File: config.mk
export PLATFORM = sky130hd
export DESIGN_NAME = isq_ram
export DESIGN_NICKNAME = d
export VERILOG_FILES = /design/src/rtl/isq_ram.sv
export SDC_FILE = /design/constraint.sdc
export NUM_CORES = 1
export LEC_CHECK = 0
export BUFFER_PORTS_ARGS = -buffer_cell sky130_fd_sc_hd__buf_2
export CORE_AREA = 4 4 136 138
export CTS_CLUSTER_SIZE = 40
export DETAILED_ROUTE_END_ITERATION = 10
export DIE_AREA = 0 0 140 142
export MAX_ROUTING_LAYER = met4
export PLACE_DENSITY = 0.45
export SLEW_MARGIN = 20
export SYNTH_ARGS = -nofsm -noshare
export SYNTH_HDL_FRONTEND = slang
export SYNTH_SLANG_ARGS = --single-unit
export TNS_END_PERCENT = 100
File: constraint.sdc
create_clock -name clk_i -period 3.3 [get_ports clk_i]
set_clock_uncertainty 0.1 [all_clocks]
set_input_delay 0.165 -clock clk_i [delete_from_list [all_inputs] [get_ports clk_i]]
set_output_delay 0.165 -clock clk_i [all_outputs]
set_load 0.02 [all_outputs]
File: src/rtl/isq_ram.sv
// ----------------------------------------------------------------------------
// isq_ram: generic simple dual-port RAM
// One write port, one read port, registered read data, no reset on contents.
// ----------------------------------------------------------------------------
module isq_ram #(
  parameter int unsigned WIDTH = 8,
  parameter int unsigned DEPTH = 16,
  localparam int unsigned AW   = (DEPTH > 1) ? $clog2(DEPTH) : 1
) (
  input  logic             clk_i,
  input  logic             we_i,
  input  logic [AW-1:0]    waddr_i,
  input  logic [WIDTH-1:0] wdata_i,
  input  logic [AW-1:0]    raddr_i,
  output logic [WIDTH-1:0] rdata_o
);

  logic [WIDTH-1:0] mem_q [DEPTH];
  logic [WIDTH-1:0] rdata_q;

  // write port
  always_ff @(posedge clk_i) begin
    if (we_i) begin
      mem_q[waddr_i] <= wdata_i;
    end
  end

  // registered read port
  always_ff @(posedge clk_i) begin
    rdata_q <= mem_q[raddr_i];
  end

  assign rdata_o = rdata_q;

endmodule

==> flow_metrics.tcl, run 1 <==
set metrics [dict create \
    run_status "finished clean" \
    viasPerCell 4.73 \
    cts-buffers-inserted 17 \
    grt_first_pass_wirelength_um 16500 \
    synthMostInstantiatedCell "edfxtp_1" \
    timing.final.setup_violations 0 \
    numClockSinks 136 \
    worst_setup_path_end_kind "register" \
    coreArea_um2 17200 \
    synth_area_um2 5150 \
    syn_inst 229 \
    ff_latch_area_um2 4000 \
    synthSimpleGateAreaFrac_pct 3.18 \
    antenna_found_initial 0 \
    timing_max_transition_violations_final 0 \
    totalNegativeSetupSlack_ns 0 \
    layout.filler_cells 1642 \
    grt_setup_unrepaired "no" \
    power.ir.vdd_worst_uv 338 \
    fin_worst_hold_slack_ns 0.0485 \
    postSynthAreaPerCell_um2 22.5 \
    ys_flop_type "edfxtp_1" \
    postPlaceCellArea_um2 5510 \
    synth.lib_cells_used.distinct 19 \
    initial_utilization_pct 30.0 \
    drc_violations_left 0 \
    worst_setup_hold_path_clk_slew_ns 0.06 \
    multi_input_gate_area_um2 1060 \
    grt_start_max_net_pins 33 \
    report.power.total_uw 3890 \
    gpl.final_weighted_congestion 0.726 \
    ys_top_cells_by_count "edfxtp_1 (128), mux4_2 (18), a22oi_1 (16), mux4_1 (14), nor2_1 (13)" \
    pin_count 26 \
    num_rows 48 \
    synth_top_cell_by_area "edfxtp_1" \
    insertedDiodeCount 0 \
    netlist_top_cells_area "edfxtp_1 (75%), mux4_2 (7.9%), mux4_1 (7.1%)" \
    design.die.area_um2 19900 \
    power-per-cell-area_nw_per_um2 641 \
    seq_area_frac_synth_pct 77.8 \
    drt_wl_total_um 10900 \
    power.static_leakage_uw 0.00200 \
    hold_path.class "primary input to register" \
    cts_root_buf "clkbuf_16" \
    p_r_area_growth_vs_syn_pct 18.0 \
    complex_gate_fraction_of_the_synthesized_area_pct 2.33 \
    initialDrtViolationCount 228 \
    ws_path_type "primary input to register" \
    post_synth_fa_ha_maj_area_fraction_pct 0 \
    portBuffers 25 \
    synth-warning-count 0 \
    drt.antenna.violating_nets 0 \
    ys_seq_elements 136 \
    synth_xor_xnor_area_share_pct 0 \
    postCtsResizedCells 0 \
    cts_max_level 4 \
    signal_arrival_time_at_the_worst_endpoint_ns 1.81 \
    tritoncts_clock_tree "done" \
    worst_ep_required_time_ns 3.48 \
    syn-num-nets 247 \
    tightest_slew_ns 1.08 \
    drive_above_1_share_pct 27.4 \
    globalRoute.totalOverflow 0 \
    clock_insertion_delay_worst_skew_ns 0.41 \
    synth_edf_count 128 \
    final_area_um2 6070 \
    grt_pass1_vias 2555 \
    chipWidth_um 140 \
    cts.hold.buffers_added 0 \
    final_nets 286 \
    max-cap-violations 0 \
    place.detailed.hpwl_um 6730 \
    critPathMaxFanout 32 \
    main_combinational_cell_family_by_area_after_synthesis "multiplexers" \
    fin_crit_ns 1.63 \
    dr.pass1.iters 4 \
    num_vias 2392 \
    worst_slack_ns 1.67 \
    wl_per_cell_um 21.6 \
    fp.dieH_um 142 \
    layout_worst_path_cycle_share_pct 49.4 \
    synthMuxAreaShare_pct 15.0 \
    global_route.usage.total_pct 12.1 \
    hold_viol_final 0 \
    cp-start-kind "primary input" \
    async_reset_ff_share_pct 0 \
    maxClockFrequency_ghz 0.613 \
    slew_headroom_pct 27.5 \
    synthDominantCellAreaShare_pct 74.7 \
    post_cts_setup_repair_bufs 0 \
    ctsLongestPathBuffers 2 \
    worst_case_setup_slack_after_placement_ns 1.21 \
]
[where the power goes]
group,leakage [uW],total (uW),switching (uW),internal (uW)
clock network,0.000281,1760,638,1120
registers,0.00122,1940,11.7,1930
logic,0.000496,187,117,70.4
total,0.00200,3890,766,3120
[critical path, stage by stage]
cell	delay, ns
buf_2	0.08
buf_4	0.50
mux4_1	0.64
a22oi_1	0.32
nand2_1	0.09
[registers in the layout, summed over array words and instances (netlist names)]
name and cells:
mem_q 128, rdata_o 8
[cell families (layout without fill, tap and decap cells)]
kind of cell | after synthesis | count (layout)
AND/OR/NAND/NOR | 35 | 35
multiplexers | 32 | 32
AO/OA/AOI/OAI | 16 | 16
buffers and inverters | 10 | 62
flip-flops | 136 | 136
[through the flow]
step / util [%] / cells
finish: 35.4 / 506
detailed placement: 32.1 / 474
CTS: 35.3 / 506
global route: 35.4 / 506
floorplan: - / 229
global placement: 32.1 / 474
[final cells by class]
class / instances / share of cell area [%]
Sequential cell: 136 / 65.9
Multi-Input combinational cell: 83 / 17.5
Clock buffer: 30 / 9.13
Tap cell: 225 / 4.64
Timing Repair Buffer: 30 / 2.68
Clock inverter: 2 / 0.165
[metal layers]
layer,vias up,track usage [%],routed length [um]
met5,-,-,0
met4,0,4.64,214
met3,15,3.53,720
met2,74,18.2,5180
met1,1252,15.7,4820
li1,1051,-,-
[placed cells by master, fill, tap and decap left out]
cell | synthesis | final
nor2_2 | 0 | 1
and2b_1 | 1 | 1
nand3_1 | 1 | 1
edfxtp_1 | 128 | 128
nand2b_1 | 2 | 2
a22oi_1 | 16 | 16
nor2b_1 | 1 | 1
mux4_1 | 14 | 14
nor2_1 | 13 | 12
nor3_1 | 4 | 4
clkinv_2 | 0 | 2
nand3b_1 | 2 | 2
clkbuf_16 | 0 | 17
dfxtp_1 | 8 | 8
clkbuf_8 | 0 | 8
clkbuf_1 | 0 | 5
buf_2 | 3 | 25
mux4_2 | 18 | 18
buf_4 | 1 | 5
or3b_2 | 1 | 1
nand2_1 | 9 | 9
and2_1 | 1 | 1
[worst paths after layout]
| path | from | cells past startpoint | slack, ns | end |
|---|---|---|---|---|
| setup / recovery | raddr_i[0] | 5 | 1.67 | rdata_o[3] |
| hold / removal | wdata_i[0] | 1 | 0.05 | mem_q[3][0] |
| setup reg to reg | mem_q[1][3] | 3 | 1.80 | rdata_o[3] |
| hold reg to reg | mem_q[0][1] | 3 | 0.59 | rdata_o[1] |
No activity file was read; power rests on OpenSTA's default activity.
==> run 2: changes to the inputs <==
--- a/config.mk
+++ b/config.mk
@@ -5,13 +5,14 @@
 export SDC_FILE = /design/constraint.sdc
 export NUM_CORES = 1
 export LEC_CHECK = 0
+export ABC_AREA = 1
 export BUFFER_PORTS_ARGS = -buffer_cell sky130_fd_sc_hd__buf_2
-export CORE_AREA = 4 4 136 138
+export CORE_AREA = 4 4 144 146
 export CTS_CLUSTER_SIZE = 40
 export DETAILED_ROUTE_END_ITERATION = 10
-export DIE_AREA = 0 0 140 142
+export DIE_AREA = 0 0 148 150
 export MAX_ROUTING_LAYER = met4
-export PLACE_DENSITY = 0.45
+export PLACE_DENSITY = 0.44
 export SLEW_MARGIN = 20
 export SYNTH_ARGS = -nofsm -noshare
 export SYNTH_HDL_FRONTEND = slang
==> constraint.sdc (replaced) <==
create_clock -name clk_i -period 1.6 [get_ports clk_i]
set_clock_uncertainty 0.1 [all_clocks]
set_input_delay 0.08 -clock clk_i [delete_from_list [all_inputs] [get_ports clk_i]]
set_output_delay 0.08 -clock clk_i [all_outputs]
set_load 0.02 [all_outputs]
==> flow_metrics.tcl, run 2 <==
set metrics [dict create \
    run_status "finished clean" \
    power.sequential.fraction_pct 48.1 \
    netSwitchingFraction_pct 21.3 \
    timing.final.setup_violations 0 \
    max_ffs_per_register 128 \
    cts-buffers-inserted 17 \
    synthDominantCellAreaShare_pct 66.7 \
    chipWidth_um 148 \
    signal_arrival_time_at_the_worst_endpoint_ns 0.94 \
    syn-num-nets 569 \
    async_reset_ff_share_pct 0 \
    power.static_leakage_uw 0.00297 \
    cp_slowest_stage_delay_ns 0.34 \
    share_comb_of_total_power_pct 6.3 \
    gpl.final_weighted_congestion 0.760 \
    cp-start-kind "register" \
    postPlaceCellArea_um2 6270 \
    grt_pass1_vias 3922 \
    ys_top_cells_by_count "nand2_1 (173), edfxtp_1 (128), inv_1 (100), nand3_1 (97), nor2_1 (17)" \
    fp.dieH_um 150 \
    power.net_switching_uw 1770 \
    clock_insertion_delay_worst_skew_ns 0.42 \
    ctsLongestPathBuffers 2 \
    worst_setup_hold_path_clk_slew_ns 0.06 \
    global_route.usage.total_pct 13.6 \
    power-per-cell-area_nw_per_um2 1200 \
    seq_area_frac_synth_pct 69.4 \
    cp_cell_sequence "buf_2" \
    layout.cells.most_common "nand2_1" \
    ys_seq_elements 136 \
    numClockSinks 136 \
    max-cap-violations 0 \
    globalRoute.totalOverflow 0 \
    ys_flop_type "edfxtp_1" \
    final_nets 621 \
    dr.pass1.iters 4 \
    hold_viol_final 0 \
    mostFrequentLayoutCells "nand2_1 (173), edfxtp_1 (128), inv_1 (100), nand3_1 (97), buf_2 (25)" \
    drt.antenna.violating_nets 0 \
    wl_per_cell_um 15.6 \
    power.ir.vdd_worst_uv 739 \
    grt_setup_unrepaired "no" \
    layout_worst_path_cycle_share_pct 69.8 \
    crit_path_top_delay_cell "dfxtp_1" \
    worst_ep_required_time_ns 1.42 \
    worst_setup_path_end_kind "output port" \
    synth_top_cell_by_area "edfxtp_1" \
    coreArea_um2 19400 \
    drive_above_1_share_pct 12.5 \
    power_report.internal_total_uw 6560 \
    initial_utilization_pct 29.7 \
    syn_inst 551 \
    totalNegativeSetupSlack_ns 0 \
    num_rows 51 \
    final_area_um2 6920 \
    critical_path_buf_inv_count 1 \
    ws_path_type "register to output port" \
    postSynthAreaPerCell_um2 10.5 \
    critPathMaxFanout 1 \
    cts_root_buf "clkbuf_16" \
    postCtsResizedCells 0 \
    maxClockFrequency_ghz 0.896 \
    worst_path_dominant_cell_family "flip-flops" \
    synth.lib_cells_used.distinct 12 \
    initialDrtViolationCount 209 \
    worst_slack_ns 0.484 \
    design.die.area_um2 22200 \
    pwr-share-clk_pct 45.5 \
    portBuffers 25 \
    synth-warning-count 0 \
    grt_first_pass_wirelength_um 22000 \
    antenna_found_initial 0 \
    drt_wl_total_um 13700 \
    tritoncts_clock_tree "done" \
    fin_crit_ns 1.12 \
    cts_max_level 4 \
    grt_start_max_net_pins 65 \
    pin_count 26 \
    netlist_top_cells_area "edfxtp_1 (67%), nand2_1 (11%), nand3_1 (8.4%)" \
    register_with_the_most_flip_flops "mem_q" \
    report.power.total_uw 8330 \
    synth_edf_count 128 \
    synthMostInstantiatedCell "nand2_1" \
    tightest_slew_ns 0.353 \
    drc_violations_left 0 \
    p_r_area_growth_vs_syn_pct 20.0 \
    fin_worst_hold_slack_ns 0.0249 \
    hold_path.class "primary input to register" \
    viasPerCell 4.35 \
    num_vias 3830 \
    worst_case_setup_slack_after_placement_ns 0.292 \
    insertedDiodeCount 0 \
    timing_max_transition_violations_final 0 \
    slew_headroom_pct 76.5 \
    place.detailed.hpwl_um 8610 \
    synth_area_um2 5770 \
]
==> run 2: cell types whose count changed in the layout (fill, tap and decap cells not counted), moves of 4 or more <==
cell,delta
nor2_1,+5
a22oi_1,-16
nand3_1,+96
nor3_1,-4
clkinv_2,+4
dlygate4sd3_1,+8
mux4_2,-18
mux4_1,-14
nand2_1,+164
clkbuf_8,-8
buf_4,+16
clkinv_1,+4
inv_1,+100
==> run 2: layout make-up <==
type                    instances  area (um^2)
clock buffers                  19          433
clock inverters                13          135
fillers                      1981        12500
inverters                     102          383
multi-input cells             289         1210
flip-flops and latches        136         4000
well taps                     265          332
repair buffers                 57          423
==> run 2: metrics by stage <==
step	utilization, %	cells
global route	35.7	881
finish	35.7	881
CTS	35.7	881
floorplan	-	551
detailed placement	32.3	841
global placement	32.3	841
==> run 2: routing by layer <==
metal  vias to the layer above  global-route usage [%]  routed length [um]
met1                      1867                    16.9                6250
met4                         0                    6.00                 287
li1                       1875                       -                   -
met3                        19                    2.54                 396
met5                         -                       -                   0
met2                        69                    21.9                6770
==> run 2: final timing paths <==
path	start	to	slack (ns)	cells past startpoint
min	raddr_i[3]	rdata_o[3]	0.02	4
max	rdata_o[7]	rdata_o[7]	0.48	1
min reg2reg	mem_q[6][7]	rdata_o[7]	0.56	6
max reg2reg	mem_q[1][4]	rdata_o[4]	0.49	6
==> run 2: cells by family (layout without fill, tap and decap cells) <==
| family | count (synthesis) | after routing | synth area share (%) |
|---|---|---|---|
| buffers and inverters | 126 | 191 | 9.52 |
| DFF | 136 | 136 | 69.4 |
| and+or+nand+nor | 289 | 289 | 21.0 |
==> run 2: power by group through the flow <==
stage	clock network (uW)	registers (uW)	logic (uW)
after floorplan	0	4110	281
after global placement	0	4080	523
after detailed placement	0	4080	524
after CTS	3870	4010	541
after global routing	4040	4020	597
final	3790	4010	526
==> run 2: repair_timing <==
action | 4_1_cts | 5_1_grt
setup buffers | 0 | 0
endpoints found under the hold margin | 128 | 0
hold buffers | 8 | 0
